===== config.mk =====
export PLATFORM = sky130hd
export DESIGN_NAME = aabb_all_pairs_collision_unit_flat
export DESIGN_NICKNAME = d
export VERILOG_FILES = /design/src/hw/rtl/aapc_pkg.sv /design/src/hw/rtl/aapc_in_if.sv /design/src/hw/rtl/aapc_out_if.sv /design/src/hw/rtl/aapc_cfg_if.sv /design/src/hw/rtl/aapc_ram.sv /design/src/hw/rtl/aapc_ctrl.sv /design/src/hw/rtl/aapc_dp.sv /design/src/hw/rtl/aabb_all_pairs_collision_unit.sv /design/src/flat_wrapper.sv
export VERILOG_INCLUDE_DIRS = /design/src /design/src/hw/rtl
export SDC_FILE = /design/constraint.sdc
export NUM_CORES = 1
export LEC_CHECK = 0
export BUFFER_PORTS_ARGS = -buffer_cell sky130_fd_sc_hd__buf_4
export CAP_MARGIN = 20
export CORE_MARGIN = 10
export CORE_UTILIZATION = 60
export DETAILED_ROUTE_END_ITERATION = 10
export PLACE_DENSITY = 0.85
export SKIP_LAST_GASP = 1
export SYNTH_ARGS = -nofsm -noshare
export SYNTH_HDL_FRONTEND = slang
export SYNTH_SLANG_ARGS = --single-unit

===== constraint.sdc =====
create_clock -name clk -period 9 [get_ports clk]
set_input_delay 2.7 -clock clk [delete_from_list [all_inputs] [get_ports clk]]
set_output_delay 2.7 -clock clk [all_outputs]
set_load 0.05 [all_outputs]

===== src/hw/rtl/aabb_all_pairs_collision_unit_defines.svh =====
// Assertion macros shared by the collision unit RTL.
`ifndef AABB_ALL_PAIRS_COLLISION_UNIT_DEFINES_SVH
`define AABB_ALL_PAIRS_COLLISION_UNIT_DEFINES_SVH

// Concurrent check of a condition on every edge, off during reset.
`define AAPC_ASSERT(lbl, prop, msg) \
	lbl: assert property (@(posedge clk) disable iff (!arst_n) (prop)) else $error(msg);

// Condition on one edge implies a consequence on the next edge.
`define AAPC_ASSERT_NEXT(lbl, pre, post, msg) \
	lbl: assert property (@(posedge clk) disable iff (!arst_n) (pre) |=> (post)) else $error(msg);

`endif


===== src/hw/rtl/aapc_pkg.sv =====
// Package: widths, codes, slot entry layout and controller types.
package aapc_pkg;

	localparam int unsigned MAX_SLOTS    = 8;
	localparam int unsigned SLOT_FIELD_W = 3;
	localparam int unsigned ID_W         = 16;
	localparam int unsigned COORD_W      = 16;
	localparam int unsigned MASK_W       = 8;

	// command field codes
	localparam logic CMD_LOAD  = 1'b0;
	localparam logic CMD_SWEEP = 1'b1;

	// one stored slot: identifier plus rectangle edges
	typedef struct packed {
		logic        [ID_W-1:0]    id;
		logic signed [COORD_W-1:0] bottom;
		logic signed [COORD_W-1:0] top;
		logic signed [COORD_W-1:0] right;
		logic signed [COORD_W-1:0] left;
	} slot_entry_t;

	typedef enum logic [1:0] {
		ST_IDLE,
		ST_SWEEP,
		ST_DRAIN,
		ST_FINISH
	} ctrl_state_t;

	// controller -> datapath
	typedef struct packed {
		logic load;    // write the slot carried by the accepted word
		logic start;   // accepted sweep: rewind pair counter, clear pending hit
		logic step;    // advance compare stage
		logic issue;   // with step: read the next pair into the compare stage
		logic finish;  // emit the closing result word
	} aapc_cmd_t;

	// datapath -> controller
	typedef struct packed {
		logic last_pair;  // pair counter sits on the final ordered pair
		logic out_free;   // output register can take a word this cycle
	} aapc_sts_t;

endpackage


===== src/hw/rtl/aapc_in_if.sv =====
// Input word channel: load or sweep commands.
interface aapc_in_if;
	import aapc_pkg::*;

	logic                       valid;
	logic                       ready;
	logic                       command;
	logic [SLOT_FIELD_W-1:0]    slot;
	logic [ID_W-1:0]            collider_id;
	logic                       active;
	logic signed [COORD_W-1:0]  left;
	logic signed [COORD_W-1:0]  right;
	logic signed [COORD_W-1:0]  top;
	logic signed [COORD_W-1:0]  bottom;

	modport source (output valid, command, slot, collider_id, active, left, right, top, bottom,
		input ready);
	modport sink (input valid, command, slot, collider_id, active, left, right, top, bottom,
		output ready);
endinterface


===== src/hw/rtl/aapc_out_if.sv =====
// Result word channel: reported pairs.
interface aapc_out_if;
	import aapc_pkg::*;

	logic            valid;
	logic            ready;
	logic            hit;
	logic [ID_W-1:0] first_id;
	logic [ID_W-1:0] second_id;
	logic            last;

	modport source (output valid, hit, first_id, second_id, last, input ready);
	modport sink (input valid, hit, first_id, second_id, last, output ready);
endinterface


===== src/hw/rtl/aapc_cfg_if.sv =====
// Configuration write channel: exclusion mask.
interface aapc_cfg_if;
	import aapc_pkg::*;

	logic              valid;
	logic              ready;
	logic [MASK_W-1:0] data;

	modport source (output valid, data, input ready);
	modport sink (input valid, data, output ready);
endinterface


===== src/hw/rtl/aapc_ram.sv =====
// Generic single-write, single-read RAM with registered read data.
module aapc_ram #(
	parameter int unsigned WIDTH = 8,
	parameter int unsigned DEPTH = 8
) (
	input  logic                     clk,
	input  logic                     we,
	input  logic [$clog2(DEPTH)-1:0] waddr,
	input  logic [WIDTH-1:0]         wdata,
	input  logic                     re,
	input  logic [$clog2(DEPTH)-1:0] raddr,
	output logic [WIDTH-1:0]         rdata
);
	logic [WIDTH-1:0] mem_q [DEPTH];

	always_ff @(posedge clk) begin
		if (we) begin
			mem_q[waddr] <= wdata;
		end
		if (re) begin
			rdata <= mem_q[raddr];
		end
	end
endmodule


===== src/hw/rtl/aapc_ctrl.sv =====
// Sequencer: accepts words, walks the sweep phases, drives datapath commands.
`include "aabb_all_pairs_collision_unit_defines.svh"

module aapc_ctrl (
	input  logic               clk,
	input  logic               arst_n,
	input  logic               in_valid,
	input  logic               in_command,
	output logic               in_ready,
	input  aapc_pkg::aapc_sts_t sts_i,
	output aapc_pkg::aapc_cmd_t cmd_o
);
	import aapc_pkg::*;

	ctrl_state_t state_q, state_nxt;

	always_ff @(posedge clk or negedge arst_n) begin
		if (!arst_n) begin
			state_q <= ST_IDLE;
		end else begin
			state_q <= state_nxt;
		end
	end

	always_comb begin
		state_nxt = state_q;
		cmd_o     = '0;
		in_ready  = 1'b0;
		unique case (state_q)
			ST_IDLE: begin
				in_ready = 1'b1;
				if (in_valid) begin
					if (in_command == CMD_SWEEP) begin
						cmd_o.start = 1'b1;
						state_nxt   = ST_SWEEP;
					end else begin
						cmd_o.load = 1'b1;
					end
				end
			end
			ST_SWEEP: begin
				if (sts_i.out_free) begin
					cmd_o.step  = 1'b1;
					cmd_o.issue = 1'b1;
					if (sts_i.last_pair) begin
						state_nxt = ST_DRAIN;
					end
				end
			end
			ST_DRAIN: begin
				// retire the final pair still in the compare stage
				if (sts_i.out_free) begin
					cmd_o.step = 1'b1;
					state_nxt  = ST_FINISH;
				end
			end
			ST_FINISH: begin
				if (sts_i.out_free) begin
					cmd_o.finish = 1'b1;
					state_nxt    = ST_IDLE;
				end
			end
			default: begin
				state_nxt = ST_IDLE;
			end
		endcase
	end

	`AAPC_ASSERT(a_adv_needs_room, (!(cmd_o.step || cmd_o.finish)) || sts_i.out_free, "advance without output room")
	`AAPC_ASSERT_NEXT(a_last_to_drain, state_q == ST_SWEEP && cmd_o.step && sts_i.last_pair, state_q == ST_DRAIN, "sweep did not drain after last pair")
	`AAPC_ASSERT_NEXT(a_start_to_sweep, cmd_o.start, state_q == ST_SWEEP && !in_ready, "sweep start not followed by sweep phase")
endmodule


===== src/hw/rtl/aapc_dp.sv =====
// Datapath: slot stores, pair counter, compare stage, pending hit and output register.
`include "aabb_all_pairs_collision_unit_defines.svh"

module aapc_dp #(
	parameter int unsigned SLOTS = aapc_pkg::MAX_SLOTS
) (
	input  logic                                 clk,
	input  logic                                 arst_n,
	input  aapc_pkg::aapc_cmd_t                  cmd_i,
	output aapc_pkg::aapc_sts_t                  sts_o,
	// load payload
	input  logic [aapc_pkg::SLOT_FIELD_W-1:0]    slot,
	input  logic [aapc_pkg::ID_W-1:0]            collider_id,
	input  logic                                 active,
	input  logic signed [aapc_pkg::COORD_W-1:0]  left,
	input  logic signed [aapc_pkg::COORD_W-1:0]  right,
	input  logic signed [aapc_pkg::COORD_W-1:0]  top,
	input  logic signed [aapc_pkg::COORD_W-1:0]  bottom,
	// mask write
	input  logic                                 cfg_we,
	input  logic [aapc_pkg::MASK_W-1:0]          cfg_data,
	// result register
	input  logic                                 out_ready,
	output logic                                 out_valid,
	output logic                                 out_hit,
	output logic [aapc_pkg::ID_W-1:0]            out_first_id,
	output logic [aapc_pkg::ID_W-1:0]            out_second_id,
	output logic                                 out_last
);
	import aapc_pkg::*;

	localparam int unsigned IDX_W  = $clog2(SLOTS);
	localparam int unsigned SL_W   = SLOT_FIELD_W + 1;
	localparam int unsigned ENT_W  = $bits(slot_entry_t);
	localparam logic [IDX_W-1:0] LAST_IDX = IDX_W'(SLOTS - 1);
	localparam logic [IDX_W-1:0] PREV_IDX = IDX_W'(SLOTS - 2);

	logic [SLOTS-1:0] active_q;
	logic [SLOTS-1:0] mask_q;
	logic [IDX_W-1:0] a_q, b_q, a_nxt, b_nxt, b_tmp;
	logic             v_s1, ok_s1;
	logic             pend_v_q;
	logic [ID_W-1:0]  pend_first_q, pend_second_q;
	logic             out_valid_q, out_hit_q, out_last_q;
	logic [ID_W-1:0]  out_first_q, out_second_q;

	logic             slot_ok, we;
	logic [SLOTS-1:0] part;
	slot_entry_t      wr_ent, ent_a, ent_b;
	logic [ENT_W-1:0] rd_a, rd_b;
	logic             overlap, hit_now;
	logic             out_load;

	assign slot_ok = ({1'b0, slot} < SL_W'(SLOTS));
	assign we      = cmd_i.load && slot_ok;

	assign wr_ent.id     = collider_id;
	assign wr_ent.left   = left;
	assign wr_ent.right  = right;
	assign wr_ent.top    = top;
	assign wr_ent.bottom = bottom;

	// two copies so both sides of a pair read in the same cycle
	aapc_ram #(.WIDTH(ENT_W), .DEPTH(SLOTS)) u_ram_a (
		.clk   (clk),
		.we    (we),
		.waddr (slot[IDX_W-1:0]),
		.wdata (wr_ent),
		.re    (cmd_i.step && cmd_i.issue),
		.raddr (a_q),
		.rdata (rd_a)
	);

	aapc_ram #(.WIDTH(ENT_W), .DEPTH(SLOTS)) u_ram_b (
		.clk   (clk),
		.we    (we),
		.waddr (slot[IDX_W-1:0]),
		.wdata (wr_ent),
		.re    (cmd_i.step && cmd_i.issue),
		.raddr (b_q),
		.rdata (rd_b)
	);

	assign ent_a = rd_a;
	assign ent_b = rd_b;

	assign part = active_q & ~mask_q;

	// strict on every edge: touching rectangles do not overlap
	assign overlap = (ent_a.left < ent_b.right) && (ent_a.right > ent_b.left) &&
		(ent_a.top < ent_b.bottom) && (ent_a.bottom > ent_b.top);
	assign hit_now = v_s1 && ok_s1 && overlap;

	// next ordered pair, row-major, diagonal skipped
	always_comb begin
		a_nxt = a_q;
		b_tmp = b_q + 1'b1;
		if (b_q == LAST_IDX) begin
			b_tmp = '0;
			a_nxt = a_q + 1'b1;
		end
		b_nxt = b_tmp;
		if (b_tmp == a_nxt) begin
			b_nxt = (b_tmp == LAST_IDX) ? '0 : b_tmp + 1'b1;
		end
	end

	assign sts_o.last_pair = (a_q == LAST_IDX) && (b_q == PREV_IDX);
	assign sts_o.out_free  = !out_valid_q || out_ready;

	always_ff @(posedge clk or negedge arst_n) begin
		if (!arst_n) begin
			active_q <= '0;
			mask_q   <= '0;
			a_q      <= '0;
			b_q      <= IDX_W'(1);
			v_s1     <= 1'b0;
			ok_s1    <= 1'b0;
			pend_v_q <= 1'b0;
		end else begin
			if (cfg_we) begin
				mask_q <= cfg_data[SLOTS-1:0];
			end
			if (we) begin
				active_q[slot[IDX_W-1:0]] <= active;
			end
			if (cmd_i.start) begin
				a_q      <= '0;
				b_q      <= IDX_W'(1);
				pend_v_q <= 1'b0;
			end
			if (cmd_i.step) begin
				v_s1  <= cmd_i.issue;
				ok_s1 <= part[a_q] && part[b_q];
				if (cmd_i.issue) begin
					a_q <= a_nxt;
					b_q <= b_nxt;
				end
				if (hit_now) begin
					pend_v_q <= 1'b1;
				end
			end
			if (cmd_i.finish) begin
				pend_v_q <= 1'b0;
			end
		end
	end

	always_ff @(posedge clk) begin
		if (cmd_i.step && hit_now) begin
			pend_first_q  <= ent_a.id;
			pend_second_q <= ent_b.id;
		end
	end

	// output register; the older hit moves out when a newer one arrives
	assign out_load = cmd_i.finish || (cmd_i.step && hit_now && pend_v_q);

	always_ff @(posedge clk or negedge arst_n) begin
		if (!arst_n) begin
			out_valid_q <= 1'b0;
		end else begin
			out_valid_q <= out_load || (out_valid_q && !out_ready);
		end
	end

	always_ff @(posedge clk) begin
		if (cmd_i.finish) begin
			out_hit_q    <= pend_v_q;
			out_first_q  <= pend_v_q ? pend_first_q : '0;
			out_second_q <= pend_v_q ? pend_second_q : '0;
			out_last_q   <= 1'b1;
		end else if (cmd_i.step && hit_now && pend_v_q) begin
			out_hit_q    <= 1'b1;
			out_first_q  <= pend_first_q;
			out_second_q <= pend_second_q;
			out_last_q   <= 1'b0;
		end
	end

	assign out_valid     = out_valid_q;
	assign out_hit       = out_hit_q;
	assign out_first_id  = out_first_q;
	assign out_second_id = out_second_q;
	assign out_last      = out_last_q;

	`AAPC_ASSERT(a_no_diagonal, (!(cmd_i.step && cmd_i.issue)) || (a_q != b_q), "pair counter on diagonal")
	`AAPC_ASSERT_NEXT(a_finish_last, cmd_i.finish, out_valid_q && out_last_q, "closing word not marked last")
	`AAPC_ASSERT(a_pend_from_hit, (!$rose(pend_v_q)) || $past(cmd_i.step && hit_now), "pending hit set without a hit")
endmodule


===== src/hw/rtl/aabb_all_pairs_collision_unit.sv =====
// Top level of the all-pairs rectangle collision unit.
//
// The unit holds SLOTS collider slots (identifier, active flag, rectangle).
// A load word (command 0) writes one slot and yields no result; loads to
// a slot at or beyond SLOTS are dropped. A sweep word
// (command 1) compares every ordered pair of distinct slots that are active
// and not excluded by the mask register, row-major from slot 0, and returns
// one word per overlapping pair (first_id hit second_id). Overlap is strict
// on all four sides, so rectangles that only touch are not reported. The
// final word of a sweep carries last; a sweep with no overlap returns one
// word with hit clear, zero identifiers and last set.
// Timing: one shared comparator sees one pair per cycle while the output
// register can take a word; a stalled result side holds the sweep. The
// input is taken again only once the closing word sits in the output
// register. The slot store is duplicated in two small RAMs so both
// rectangles of a pair read in the same cycle; the read data is
// registered ahead of the compare. The mask may be written at any time the
// unit is idle; the write takes effect on the next sweep.
module aabb_all_pairs_collision_unit #(
	parameter int unsigned SLOTS = aapc_pkg::MAX_SLOTS
) (
	input  logic        clk,
	input  logic        arst_n,
	aapc_in_if.sink     req,
	aapc_out_if.source  rsp,
	aapc_cfg_if.sink    cfg
);
	import aapc_pkg::*;

	aapc_cmd_t cmd;
	aapc_sts_t sts;

	// mask register always takes a write
	assign cfg.ready = 1'b1;

	aapc_ctrl u_ctrl (
		.clk        (clk),
		.arst_n     (arst_n),
		.in_valid   (req.valid),
		.in_command (req.command),
		.in_ready   (req.ready),
		.sts_i      (sts),
		.cmd_o      (cmd)
	);

	aapc_dp #(.SLOTS(SLOTS)) u_dp (
		.clk           (clk),
		.arst_n        (arst_n),
		.cmd_i         (cmd),
		.sts_o         (sts),
		.slot          (req.slot),
		.collider_id   (req.collider_id),
		.active        (req.active),
		.left          (req.left),
		.right         (req.right),
		.top           (req.top),
		.bottom        (req.bottom),
		.cfg_we        (cfg.valid),
		.cfg_data      (cfg.data),
		.out_ready     (rsp.ready),
		.out_valid     (rsp.valid),
		.out_hit       (rsp.hit),
		.out_first_id  (rsp.first_id),
		.out_second_id (rsp.second_id),
		.out_last      (rsp.last)
	);
endmodule


===== src/flat_wrapper.sv =====
// flat-port wrapper written by rule: the top's interface ports become plain ports
module aabb_all_pairs_collision_unit_flat import aapc_pkg::*;
#(
	parameter int unsigned SLOTS = aapc_pkg::MAX_SLOTS
)
  (clk, arst_n, req_valid, req_command, req_slot, req_collider_id, req_active, req_left, req_right, req_top, req_bottom, req_ready, rsp_valid, rsp_hit, rsp_first_id, rsp_second_id, rsp_last, rsp_ready, cfg_valid, cfg_data, cfg_ready);
  aapc_in_if req_i ();
  aapc_out_if rsp_i ();
  aapc_cfg_if cfg_i ();
  input  logic clk;
  input  logic arst_n;
  input wire logic [$bits(req_i.valid)-1:0] req_valid;
  input wire logic [$bits(req_i.command)-1:0] req_command;
  input wire logic [$bits(req_i.slot)-1:0] req_slot;
  input wire logic [$bits(req_i.collider_id)-1:0] req_collider_id;
  input wire logic [$bits(req_i.active)-1:0] req_active;
  input wire logic [$bits(req_i.left)-1:0] req_left;
  input wire logic [$bits(req_i.right)-1:0] req_right;
  input wire logic [$bits(req_i.top)-1:0] req_top;
  input wire logic [$bits(req_i.bottom)-1:0] req_bottom;
  output wire logic [$bits(req_i.ready)-1:0] req_ready;
  output wire logic [$bits(rsp_i.valid)-1:0] rsp_valid;
  output wire logic [$bits(rsp_i.hit)-1:0] rsp_hit;
  output wire logic [$bits(rsp_i.first_id)-1:0] rsp_first_id;
  output wire logic [$bits(rsp_i.second_id)-1:0] rsp_second_id;
  output wire logic [$bits(rsp_i.last)-1:0] rsp_last;
  input wire logic [$bits(rsp_i.ready)-1:0] rsp_ready;
  input wire logic [$bits(cfg_i.valid)-1:0] cfg_valid;
  input wire logic [$bits(cfg_i.data)-1:0] cfg_data;
  output wire logic [$bits(cfg_i.ready)-1:0] cfg_ready;
  assign req_i.valid = req_valid;
  assign req_i.command = req_command;
  assign req_i.slot = req_slot;
  assign req_i.collider_id = req_collider_id;
  assign req_i.active = req_active;
  assign req_i.left = req_left;
  assign req_i.right = req_right;
  assign req_i.top = req_top;
  assign req_i.bottom = req_bottom;
  assign req_ready = req_i.ready;
  assign rsp_valid = rsp_i.valid;
  assign rsp_hit = rsp_i.hit;
  assign rsp_first_id = rsp_i.first_id;
  assign rsp_second_id = rsp_i.second_id;
  assign rsp_last = rsp_i.last;
  assign rsp_i.ready = rsp_ready;
  assign cfg_i.valid = cfg_valid;
  assign cfg_i.data = cfg_data;
  assign cfg_ready = cfg_i.ready;
  aabb_all_pairs_collision_unit #(.SLOTS(SLOTS)) u_core (.clk(clk), .arst_n(arst_n), .req(req_i), .rsp(rsp_i), .cfg(cfg_i));
endmodule

==> flow_summary.json <==
{
  "dieWidth_um": 275,
  "fillers": 3680,
  "track_usage_pct": 23.5,
  "finalSetupViolations": 0,
  "netlist_area_um2": 38900,
  "synthTopCellsByArea": "edfxtp_1, mux4_2, mux2_2, ha_1, dfrtp_1",
  "cts_buffer_depth": 3,
  "synth-edff-count": 865,
  "numCtsBuffers": 86,
  "cp.required_ns": 9.26,
  "die-area_um2": 75400,
  "cts_setup_buffers": 0,
  "h-tree-depth": 3,
  "postLayoutCoreUtil_pct": 68.1,
  "postPlaceCellArea_um2": 40900,
  "worst-path-max-fanout": 47,
  "period_share_pct": 53.7,
  "power_density_nw_per_um2": 273,
  "routed-via-count": 19800,
  "grtUsageMet1_pct": 30.9,
  "fin_nets": 2182,
  "antenna_found_initial": 7,
  "final_cell_area_um2": 43800,
  "grt-ovfl-total": 0,
  "avgSynthCellArea_um2": 20.9,
  "pwr-share-seq_pct": 45.1,
  "p_sw_mw": 3.34,
  "slew_headroom_pct": 26.3,
  "critPathCaptureType": "flip-flop",
  "clock_sinks": 894,
  "grt_pass1_vias": 20900,
  "clock_power_share_pct": 31.2,
  "cp-start-kind": "input pin",
  "grt_util_met3_pct": 5.31,
  "syn_nets": 2030,
  "dp_hpwl_mm": 49.4,
  "hold_violations": 0,
  "netlist_instances": 1860,
  "die_height_um": 275,
  "numPortBuffers": 133,
  "yosysUniqueCellTypes": 53,
  "yosysWarnings": 0,
  "leakage_nw": 14.3,
  "cts_hold_buf": 0,
  "finClkSkew_ns": 0.0311,
  "use_met2_pct": 38.9,
  "insertion_delay_ns": 0.66,
  "synth_seq_cells": 894,
  "p_int_mw": 8.61,
  "cts_tree": "done",
  "synthArstFlopShare_pct": 3.13,
  "worst_slew_pin_slew_ns": 1.11,
  "slew_violations": 0,
  "cts-resized-gates": 0,
  "wirelength_mm": 87.7,
  "ioPinCount": 135,
  "first_pass_iters": 7,
  "drtIter0Drc": 2255,
  "routabilityCongestion": 0.803,
  "gr-max-usage-layer": "met2",
  "peakVddDrop_mv": 0.167,
  "worstHoldPathType": "reg -> reg",
  "grt_setup_unrepaired": "no",
  "routedWlPerCell_um": 29.8,
  "core.rowCount": 93,
  "path_clk_slew_ns": 0.06,
  "synth-seq-area-share_pct": 68.7,
  "drive_above_1_share_pct": 39.5,
  "via_per_inst": 6.75,
  "ys.flop_type": "edfxtp_1",
  "netSwitchingFraction_pct": 27.9,
  "crit_arrival_ns": 5.10,
  "status": "finished clean",
  "crit_type": "in -> reg",
  "core_um2": 64300,
  "tns_ns": 0,
  "synth_area_leader_cell": "edfxtp_1",
  "post-route-drc-count": 0,
  "grt_max_degree": 101,
  "cts_root_buf": "clkbuf_16",
  "initial_core_util_pct": 60.4,
  "max_freq_mhz": 207,
  "areaGrowthSynthToFinish_pct": 12.8,
  "grt_pass1_wl_mm": 132,
  "netlist.area_leader.share_pct": 66.8,
  "drv_cap": 0,
  "period_needed_ns": 4.84,
  "p_comb_share_pct": 23.7,
  "drtAntennaViolNets": 0,
  "timing.hold.ws_ns": 0.412
}
[sequential cells by signal (all words and copies together), names as in the netlist, 2 cells and up]
signal and cells:
u_core.u_dp.active_q 8, u_core.u_dp.b_q 3, u_core.u_dp.u_ram_b.mem_q 640, u_core.u_dp.mask_q 8, u_core.u_ctrl.state_q 2, u_core.u_dp.u_ram_a.rdata 80
u_core.u_dp.out_first_id 16, u_core.u_dp.a_q 3, u_core.u_dp.pend_second_q 16, u_core.u_dp.u_ram_b.rdata 80, u_core.u_dp.out_second_id 16, u_core.u_dp.pend_first_q 16
[metrics by stage]
stage	instances	setup WS, ns	total power, mW
5_1_grt	2938	4.10	12.4
4_1_cts	2936	4.20	12.0
3_3_place_gp	2778	3.66	8.14
3_5_place_dp	2778	3.55	8.25
6_report	2940	4.16	11.9
2_1_floorplan	1860	1.76	7.50
[Yosys cell counts, drive strengths merged (2+ instances only)]
cell and number:
edfxtp 865, mux4 321, mux2 178, ha 72, inv 72, clkbuf 55
buf 43, and2 32, nand2 32, dfrtp 27, a21oi 23, o21ai 21
nor2 19, nand2b 11, nand4 11, nand3 10, a21o 7, nor3 6
nand3b 5, a2111oi 4, a211oi 4, mux2i 4, nor2b 4, xnor2 4
a31oi 3, o211ai 3, o21a 3, a32o 2, nor4 2, or2b 2
or3 2
[worst max-delay path, stage by stage]
cell	delay, ns
buf_4	0.11
or3_1	0.60
nor3_4	0.23
buf_4	0.70
buf_4	0.67
[path summary, 6_finish.rpt]
check,from,endpoint,slack (ns),cells past startpoint
worst min-delay path,u_core.u_dp.u_ram_b.rdata[71],u_core.u_dp.pend_second_q[7],0.41,0
worst max register to register,u_core.u_dp.u_ram_a.rdata[31],u_core.u_dp.out_second_id[2],4.64,8
worst max-delay path,req_slot[0],u_core.u_dp.u_ram_b.mem_q[0][41],4.16,5
min in group asynchronous,arst_n,u_core.u_dp.pend_v_q,1.97,1
worst min register to register,u_core.u_dp.u_ram_b.rdata[71],u_core.u_dp.pend_second_q[7],0.41,0
max in group asynchronous,arst_n,u_core.u_dp.b_q[0],6.70,1
[power groups by stage]
stage / clock network, mW / logic, mW / registers, mW
finish: 3.73 / 2.83 / 5.39
detailed placement: 0 / 2.77 / 5.47
global route: 3.95 / 3.04 / 5.43
floorplan: 0 / 2.01 / 5.48
global placement: 0 / 2.69 / 5.46
CTS: 3.78 / 2.84 / 5.40
[logic make-up after synthesis]
kind of cell | share of synthesized area [%]
AOI/OAI and AO/OA | 1.37
xor gates and xnor gates | 0.113
adders and majority gates | 2.32
buffers and inverters | 1.72
DFF | 68.7
muxes | 23.9
other | 0.00965
and+or+nand+nor | 1.92
[per-layer routing]
layer	wire, um	part of all wire (%)
met3	8920	10
met4	2210	2.5
met1	31800	36
met5	66	0.075
met2	44700	51
[cells in the final DEF, fill, tap and decap left out, types with 15 or more instances in the layout]
cell type | netlist | layout
edfxtp_1 | 865 | 865
mux4_2 | 321 | 321
mux2_2 | 178 | 178
buf_4 | 1 | 160
clkbuf_16 | 0 | 86
ha_1 | 72 | 72
inv_1 | 71 | 70
nand2_1 | 32 | 32
and2_1 | 32 | 32
a21oi_1 | 23 | 23
dfrtp_1 | 27 | 22
o21ai_0 | 21 | 20
clkinv_2 | 0 | 15
[layout make-up]
cell class	count	area, um2	area share [%]
clock buffers	99	2240	5.11
clock inverters	59	699	1.60
repair buffers	162	1250	2.85
flip-flops and latches	894	26700	60.9
well taps	855	1070	2.44
diodes	3	7.51	0.0171
inverters	72	275	0.628
multi-input cells	796	11600	26.4
(Power assumes the default switching activity.)
